<file path="config.mk">
export PLATFORM = sky130hd
export DESIGN_NAME = fpa_div_stage
export DESIGN_NICKNAME = d
export VERILOG_FILES = /design/src/rtl/fpa_pkg.sv /design/src/rtl/fpa_div_stage.sv
export SDC_FILE = /design/constraint.sdc
export NUM_CORES = 1
export LEC_CHECK = 0
export BUFFER_PORTS_ARGS = -buffer_cell sky130_fd_sc_hd__buf_2
export CAP_MARGIN = 0
export CORE_MARGIN = 10
export CORE_UTILIZATION = 36
export DETAILED_ROUTE_END_ITERATION = 6
export PLACE_DENSITY = 0.6
export RECOVER_POWER = 100
export REMOVE_ABC_BUFFERS = 1
export SLEW_MARGIN = 20
export SYNTH_ARGS = -nofsm -noshare
export SYNTH_HDL_FRONTEND = slang
export SYNTH_SLANG_ARGS = --single-unit
</file>
<file path="constraint.sdc">
create_clock -name vclk -period 31
set_input_delay 3.1 -clock vclk [all_inputs]
set_output_delay 3.1 -clock vclk [all_outputs]
set_load 0.02 [all_outputs]
</file>
<file path="src/rtl/fpa_pkg.sv">
// Shared opcodes and widths for the fixed-point ALU.
`default_nettype none
package fpa_pkg;
    localparam int XLEN    = 32;
    localparam int OP_W    = 4;
    localparam int DIV_BPS = 4;

    localparam logic [OP_W-1:0] OP_ADD = 4'd0;
    localparam logic [OP_W-1:0] OP_SUB = 4'd1;
    localparam logic [OP_W-1:0] OP_MUL = 4'd2;
    localparam logic [OP_W-1:0] OP_DIV = 4'd3;
    localparam logic [OP_W-1:0] OP_EQ  = 4'd4;
    localparam logic [OP_W-1:0] OP_NE  = 4'd5;
    localparam logic [OP_W-1:0] OP_LT  = 4'd6;
    localparam logic [OP_W-1:0] OP_GT  = 4'd7;
    localparam logic [OP_W-1:0] OP_LE  = 4'd8;
    localparam logic [OP_W-1:0] OP_GE  = 4'd9;
    localparam logic [OP_W-1:0] OP_MIN = 4'd10;
    localparam logic [OP_W-1:0] OP_MAX = 4'd11;
    localparam logic [OP_W-1:0] OP_INC = 4'd12;
    localparam logic [OP_W-1:0] OP_DEC = 4'd13;
    localparam logic [OP_W-1:0] OP_TOI = 4'd14;
endpackage
`default_nettype wire

</file>
<file path="src/rtl/fpa_div_stage.sv">
// Restoring divider slice: DIV_BPS quotient bits per pipeline stage.
`default_nettype none
module fpa_div_stage import fpa_pkg::*; #(
    parameter int NUM_P = 40
) (
    input  wire logic [XLEN-1:0]  rem_in,
    input  wire logic [NUM_P-1:0] num_in,
    input  wire logic [XLEN-1:0]  quo_in,
    input  wire logic [XLEN-1:0]  den,
    output logic      [XLEN-1:0]  rem_out,
    output logic      [NUM_P-1:0] num_out,
    output logic      [XLEN-1:0]  quo_out
);
    always_comb begin
        logic [XLEN:0]    r;
        logic [XLEN-1:0]  rm;
        logic [NUM_P-1:0] n;
        logic [XLEN-1:0]  q;
        rm = rem_in;
        n  = num_in;
        q  = quo_in;
        for (int i = 0; i < DIV_BPS; i++) begin
            r = {rm, n[NUM_P-1]};
            n = {n[NUM_P-2:0], 1'b0};
            if (r >= {1'b0, den}) begin
                r = r - {1'b0, den};
                q = {q[XLEN-2:0], 1'b1};
            end else begin
                q = {q[XLEN-2:0], 1'b0};
            end
            rm = r[XLEN-1:0];
        end
        rem_out = rm;
        num_out = n;
        quo_out = q;
    end
endmodule
`default_nettype wire
</file>
; ---- Word-level counts from Yosys, hierarchy flattened
; Index checks and enable logic that the tools add are counted.
[classes]
add_sub_neg = 4
order_cmp = 4
n_mux = 8
[ops]
columns = cell, n
row1 = $ge A33 B32 Y1, 4
row2 = $mux W32, 4
row3 = $sub A32 B32 Y32, 4
row4 = $mux W1, 4
[word_totals]
register_bits = 0
input_bits = 136
out_inout_bits = 104
elab_cells = 16

; ---- Logic depth before layout (Yosys ltp)
; Gate-level depths: netlist of the first run.
[depth]
word_depth = 8
mapped_depth = 53
ltp_nobuf = 46

; ---- Least setup slack after synthesis of the first run
; OpenSTA, ideal clock, no wires.
[synth_path]
path_type = input to output
start = input port den[1]
end = output port rem_out[0]
arrival_ps = 13912
t_required_ps = 27900
slack_ps = 13988
cell_stages = 50
path_buffers = 7
path_cell_list = inv_1 -> ha_1 -> nand2b_1 -> a211oi_2 -> o211ai_1 -> a2111oi_2 -> o21a_1 -> o21ai_2 -> inv_2 -> buf_2 -> buf_2 -> mux2_2 -> ha_1 -> a211oi_1 -> o21ai_0 -> a221oi_1 -> o21ai_1 -> a31oi_1 -> [14 not listed] -> a41oi_2 -> o2111a_1 -> buf_6 -> buf_6 -> mux2i_1 -> ha_1 -> nor2b_1 -> o21a_1 -> o21a_1 -> o31a_1 -> o221a_2 -> o21ai_0 -> o41a_1 -> o21ai_0 -> a211oi_1 -> mux2i_4 -> buf_12 -> mux2i_1
[synth_via]
elab_chain_cells = 8
word_cells_on_any_way = 11
classes_between = add/sub: 3 / order compare: 4 / mux: 4
[synth_lines]
columns = element, line
row1 = start: declaration, fpa_div_stage.sv:9  ; input wire logic [XLEN-1:0] den,
row2 = $sub A32 B32 Y32 or $ge A33 B32 Y1 (tied branches), "fpa_div_stage.sv:26, fpa_div_stage.sv:25"
row3 = $mux W32, fpa_div_stage.sv:25  ; if (r >= {1'b0, den}) begin
row4 = $sub A32 B32 Y32 or $ge A33 B32 Y1 (tied branches), "fpa_div_stage.sv:26, fpa_div_stage.sv:25"
row5 = $mux W32, fpa_div_stage.sv:25
row6 = $sub A32 B32 Y32 or $ge A33 B32 Y1 (tied branches), "fpa_div_stage.sv:26, fpa_div_stage.sv:25"
row7 = $mux W32, fpa_div_stage.sv:25
row8 = $ge A33 B32 Y1 (*), fpa_div_stage.sv:25
row9 = $mux W32 (*), fpa_div_stage.sv:25
row10 = end: declaration, fpa_div_stage.sv:10  ; output logic [XLEN-1:0] rem_out,
; Mark *: on every way between the ends. The rest lies on a longest branch, timed or not.

; ---- Worst setup path in the final report of the first run
[layout_path]
start = input port den[1]
end = output port rem_out[1]
[layout_via]
elab_chain_cells = 8
word_cells_on_any_way = 12
classes_between = add/sub: 4 / order compare: 4 / mux: 4
[layout_lines]
columns = element, line
row1 = $sub A32 B32 Y32 or $ge A33 B32 Y1 (tied branches), "fpa_div_stage.sv:26, fpa_div_stage.sv:25"
row2 = $mux W32, fpa_div_stage.sv:25
row3 = $sub A32 B32 Y32 or $ge A33 B32 Y1 (tied branches), "fpa_div_stage.sv:26, fpa_div_stage.sv:25"
row4 = $mux W32, fpa_div_stage.sv:25
row5 = $ge A33 B32 Y1 or $sub A32 B32 Y32 (tied branches), "fpa_div_stage.sv:25, fpa_div_stage.sv:26"
row6 = $mux W32, fpa_div_stage.sv:25
row7 = $sub A32 B32 Y32 or $ge A33 B32 Y1 (tied branches), "fpa_div_stage.sv:26, fpa_div_stage.sv:25"
row8 = $mux W32 (*), fpa_div_stage.sv:25
; Marks and branches as above.

==> flow_summary.toml, run 1 <==
[status]
status = "finished, violations left"
violations = "max-capacitance violations, max-slew violations"

[die]
coreArea_mm2 = 0.0244
start_util_pct = 36.6
chipHeight_um = 177
design.portCount = 240
fp-row-count = 57
fp.dieW_um = 177
die-area_mm2 = 0.0315

[synth]
synth_cells = 1190
yosysSeqAreaShare_pct = 0
syn-cell-area_mm2 = 0.00892
ys.warnings.count = 0
syn-mean-instance-area_um2 = 7.50
yosysUniqueCellTypes = 78

[global_routing]
grt_pass1_wl_um = 48200
grt_overflow = 0
grt_max_degree = 33
grt_usage_pct = 19.0
grt_pass1_vias = 8498
antenna_found_initial = 2

[critical_path]
cp.required_ps = 27900
critPathMaxStageDelay_ps = 1360
path_max_fanout = 32
endpoint = "rem_out[1]"
critPathLaunchType = "input port"
critical_path.slowest_cell = "clkbuf_1"
end_kind = "primary output"
crit_top_cell = "o21ai_0"
worstPathArrival_ps = 21760
critPathKind = "in2out"
setup.worst_path.start = "den[1]"

[cells_and_area]
drive_above_1_share_pct = 16.5
final_common_cell = "ha_1"
multi_input_area_mm2 = 0.00780
area_growth_pct = 1.77
n_fill_cell = 2649
regArea_um2 = 0
clkbuf_count = 0
design.seq.count = 0
final_nets = 1475
mostFrequentLayoutCells = "ha_1 (128), a21oi_1 (117), buf_2 (104)"

[sta]
worst_pin_slew_ps = 1800
tns_ps = 0
rsz0062_at_grt = "false"
fmax_mhz = 40.2
hold_violations = 0
slew_headroom_pct = -20.0
min_period_over_period_pct = 80.2
finalSetupViolCount = 0
drv_slew = 28
fin_crit_ps = 24860

[routing]
routed_wl_um = 31600
firstDrtPassIters = 5
drc = 0
detail-route-antenna-nets = 0
vias = 8737
routed_via_density = 5.71
dr.first_iter.drc_count = 589
wl_per_cell_um = 20.6

[placement]
post-dp-hpwl_um = 26900
gp_congestion = 0.942
port_buffers = 104

[cts]
postCtsSetupBuffers = 0
cts-resized-gates = 0
ctsHoldBuffers = 0

[flow_run]
drv_cap = 1

[min_path]
hold_depth = 0
hp-class = "in2out"
hp-start = "num_in[11]"
## logic make-up (layout without fill, tap and decap cells)
kind of cell	after synthesis	count (layout)	synth area share [%]
adder cells (fa/ha/maj)	132	132	18.8
buffers and inverters	181	193	11.4
other	1	6	0.0420
AND/OR/NAND/NOR	292	292	16.0
XOR/XNOR	109	109	10.7
AO/OA/AOI/OAI	363	363	26.8
multiplexers	112	112	16.1
## critical path, delay by kind of cell
family                   cells  cell delay (ps)
AO/OA/AOI/OAI               25             8690
buffers and inverters        8             3970
multiplexers                 4             2410
AND/OR/NAND/NOR              6             2000
adder cells (fa/ha/maj)      4             1510
## through the flow
stage	util [%]	cells	hold slack (ps)	area [um2]	worst slack [ps]
detailed placement	37.7	1529	6200	9190	10260
CTS	37.7	1529	6200	9190	10170
global route	37.2	1529	6200	9080	5220
finish	37.2	1531	6200	9080	6140
floorplan	-	1096	6200	8230	12170
global placement	37.7	1529	6200	9190	10220
## cell usage after synthesis (5+ instances only)
library cell  number  area, um2
ha_1             128       1600
a21oi_1          117        586
inv_1             83        312
nand2_1           76        285
xnor2_1           75        657
o21ai_0           69        345
buf_4             68        510
nor2_1            66        248
mux2_4            50        751
mux2_2            42        473
a21o_1            37        278
xor2_1            34        298
nand3_1           30        150
nor3_1            25        125
nand4_1           22        138
o21a_1            20        150
mux2i_1           18        180
nand2b_1          17        106
clkbuf_1          16       60.1
o21bai_1          16        120
a31oi_1           13       81.3
nor2b_1           13       81.3
o211ai_1          12       90.1
a211oi_1          10       75.1
a311oi_1           7       61.3
and2_1             7       43.8
nor4_1             7       43.8
or3_1              7       43.8
buf_2              6       30.0
o31a_1             5       43.8
o31ai_1            5       37.5
or2_2              5       31.3
## area by class of cell
cell class / instances / area share, %
timing repair buffer: 109 / 6.06
tap: 324 / 4.46
inverter: 84 / 3.47
antenna: 2 / 0.0551
multi-input combinational: 1012 / 85.9
## worst min-delay path by stage
| stage | to |
|---|---|
| 3_5_place_dp | num_out[15] |
| 3_3_place_gp | num_out[15] |
| 5_1_grt | quo_out[7] |
| 2_1_floorplan | num_out[10] |
| 6_report | num_out[15] |
| 4_1_cts | num_out[15] |
## layer usage
metal	share of wire [%]	vias to the layer above	GRT usage, %	routed length, um
met1	48	4053	26.0	15100
met3	9.4	18	6.52	2980
li1	-	4345	-	-
met4	0.88	6	1.56	278
met5	0.66	-	5.92	208
met2	41	315	28.5	13000
Power of run 1 is left out: the tool's default activity adds up to more than one toggle a clock period on the data nets, which glitch-free logic cannot reach.
==> run 2: changes to the inputs <==
--- a/config.mk
+++ b/config.mk
@@ -10,7 +10,7 @@
 export CORE_MARGIN = 10
 export CORE_UTILIZATION = 36
 export DETAILED_ROUTE_END_ITERATION = 6
-export PLACE_DENSITY = 0.6
+export PLACE_DENSITY = 0.62
 export RECOVER_POWER = 100
 export REMOVE_ABC_BUFFERS = 1
 export SLEW_MARGIN = 20
==> constraint.sdc (replaced) <==
create_clock -name vclk -period 20.4
set_input_delay 2.04 -clock vclk [all_inputs]
set_output_delay 2.04 -clock vclk [all_outputs]
set_load 0.02 [all_outputs]
==> flow_summary.toml, run 2 (synthesis results as in run 1) <==
[status]
status = "completed"

[sta]
hold_violations = 0
fmax_mhz = 52.1
min_period_over_period_pct = 94.1
finalSetupViolCount = 0
tns_ps = 0
fin_crit_ps = 19200
worst_pin_slew_ps = 1230
drv_slew = 0
slew_headroom_pct = 18.1
rsz0062_at_grt = "false"

[die]
die-area_mm2 = 0.0315
start_util_pct = 36.6
chipHeight_um = 177
design.portCount = 240
fp.dieW_um = 177
fp-row-count = 57
coreArea_mm2 = 0.0244

[placement]
gp_congestion = 0.941
port_buffers = 104
post-dp-hpwl_um = 26300

[critical_path]
path_max_fanout = 33
cp_top_family = "compound AO/OA/AOI/OAI gates"
worstPathArrival_ps = 17160
critPathKind = "in2out"
crit_top_cell = "o21ai_0"
critPathLaunchType = "input port"
cp.required_ps = 18360
end_kind = "primary output"
critPathMaxStageDelay_ps = 1040
critPathBufInv = 7
critical_path.slowest_cell = "and2_0"

[cells_and_area]
area_growth_pct = 2.16
final_core_util_pct = 37.4
n_fill_cell = 2636
multi_input_area_mm2 = 0.00784
final_nets = 1474
mostFrequentLayoutCells = "ha_1 (128), a21oi_1 (117), buf_2 (103)"
drive_above_1_share_pct = 17.3
clkbuf_count = 0
regArea_um2 = 0
design.seq.count = 0
final_common_cell = "ha_1"

[routing]
detail-route-antenna-nets = 0
drc = 0
wl_per_cell_um = 20.2
routed_wl_um = 30900
firstDrtPassIters = 5
routed_via_density = 5.73
dr.first_iter.drc_count = 584
vias = 8763

[min_path]
hp-class = "in2out"

[cts]
cts-resized-gates = 0
postCtsSetupBuffers = 0
ctsHoldBuffers = 0

[global_routing]
grt_pass1_vias = 8445
grt_max_degree = 34
grt_overflow = 0
antenna_found_initial = 2
grt_pass1_wl_um = 47600
grt_usage_pct = 18.7

[flow_run]
drv_cap = 0
[run 2: metal layers]
metal / GRT usage [%] / vias to the layer above / routed length, um
li1: - / 4345 / -
met1: 25.4 / 4033 / 14700
met2: 28.1 / 343 / 12600
met3: 6.46 / 32 / 2960
met4: 2.01 / 10 / 438
met5: 5.76 / - / 245
[run 2: area by class of cell]
cell class | count | share of cell area (%)
inverter | 84 | 3.46
antenna | 1 | 0.0274
multi-input combinational | 1012 | 86.0
tap | 324 | 4.45
timing repair buffer | 108 | 6.03
[run 2: final timing paths]
kind / end / from / slack [ps] / depth (start not counted)
setup / recovery: rem_out[1] / den[1] / 1200 / 46
hold / removal: num_out[16] / num_in[12] / 4080 / 0
[run 2: metrics by stage]
stage	hold slack, ps	worst slack (ps)	cell area [um2]	std cells
floorplan	4080	3690	8230	1096
global placement	4080	1850	9190	1528
detailed placement	4080	1750	9190	1528
CTS	4080	1690	9190	1528
global route	4080	445	9110	1528
finish	4080	1200	9120	1529
Power of run 2 is left out for the same reason.
==> run 3: changes to the inputs <==
--- a/config.mk
+++ b/config.mk
@@ -10,7 +10,7 @@
 export CORE_MARGIN = 10
 export CORE_UTILIZATION = 36
 export DETAILED_ROUTE_END_ITERATION = 6
-export PLACE_DENSITY = 0.62
+export PLACE_DENSITY = 0.59
 export RECOVER_POWER = 100
 export REMOVE_ABC_BUFFERS = 1
 export SLEW_MARGIN = 20
==> flow_summary.toml, run 3 (synthesis results as in run 1) <==
[die]
chipHeight_um = 177
start_util_pct = 36.6
coreArea_mm2 = 0.0244
design.portCount = 240
die-area_mm2 = 0.0315
fp-row-count = 57
fp.dieW_um = 177

[critical_path]
worstPathArrival_ps = 16730
critical_path.slowest_cell = "inv_1"
critPathMaxStageDelay_ps = 990
crit_top_cell = "o21ai_0"
end_kind = "primary output"
path_max_fanout = 32
cp.required_ps = 18360
critPathKind = "in2out"
critPathLaunchType = "input port"

[sta]
slew_headroom_pct = 14.1
finalSetupViolCount = 0
worst_pin_slew_ps = 1290
drv_slew = 0
fmax_mhz = 53.3
tns_ps = 0
min_period_over_period_pct = 92.0
hold_violations = 0
rsz0062_at_grt = "false"
fin_crit_ps = 18770

[routing]
firstDrtPassIters = 5
vias = 8682
drc = 0
routed_wl_um = 30900
dr.first_iter.drc_count = 562
wl_per_cell_um = 20.2
detail-route-antenna-nets = 0
routed_via_density = 5.67

[placement]
post-dp-hpwl_um = 26600
gp_congestion = 0.933
port_buffers = 104

[cells_and_area]
n_fill_cell = 2669
area_growth_pct = 2.79
final_nets = 1476
mostFrequentLayoutCells = "ha_1 (128), a21oi_1 (117), buf_2 (94)"
clkbuf_count = 0
final_common_cell = "ha_1"
regArea_um2 = 0
design.seq.count = 0
drive_above_1_share_pct = 17.7
multi_input_area_mm2 = 0.00790

[flow_run]
drv_cap = 0

[min_path]
hp-class = "in2out"

[global_routing]
grt_usage_pct = 18.7
antenna_found_initial = 2
grt_pass1_wl_um = 47400
grt_overflow = 0
grt_pass1_vias = 8461
grt_max_degree = 33

[cts]
cts-resized-gates = 0
ctsHoldBuffers = 0
postCtsSetupBuffers = 0

[status]
status = "completed"
==> run 3: changes by cell type in the layout (fill, tap and decap cells not counted), sizes merged <==
cell	previous run	this run
clkbuf	1	10
buf	107	100
==> run 3: worst max-delay path: cells and delay by family <==
kind	cells	cell delay, ps
simple gates	5	1580
fa+ha+maj	4	1440
buf+inv	6	2030
mux	5	2240
compound gates	25	7350
==> run 3: cell type report <==
| type | instances | area share [%] |
|---|---|---|
| antenna | 1 | 0.0273 |
| inverter | 84 | 3.44 |
| multi-input combinational | 1012 | 86.1 |
| tap | 324 | 4.42 |
| timing repair buffer | 110 | 6.03 |
==> run 3: final timing paths <==
check / start / to / slack, ps / cells past startpoint
setup / recovery: den[1] / rem_out[2] / 1630 / 45
hold / removal: quo_in[22] / quo_out[26] / 4080 / 0
==> run 3: metal layers <==
layer / vias to the layer above / track usage, % / share of wire, %
met2: 310 / 27.6 / 41
met5: - / 5.28 / 0.69
met3: 22 / 6.14 / 9.2
li1: 4359 / - / -
met4: 6 / 2.12 / 1.3
met1: 3985 / 26.0 / 48
==> run 3: through the flow <==
stage | instances | instance area (um2) | util, % | setup slack (ps) | hold WS [ps]
final | 1531 | 9170 | 37.6 | 1630 | 4080
after global routing | 1530 | 9170 | 37.6 | 685 | 4080
after CTS | 1530 | 9200 | 37.7 | 2350 | 4080
after detailed placement | 1530 | 9200 | 37.7 | 2430 | 4080
after global placement | 1530 | 9200 | 37.7 | 2390 | 4080
after floorplan | 1096 | 8230 | - | 3690 | 4080
Power of run 3 is left out for the same reason.
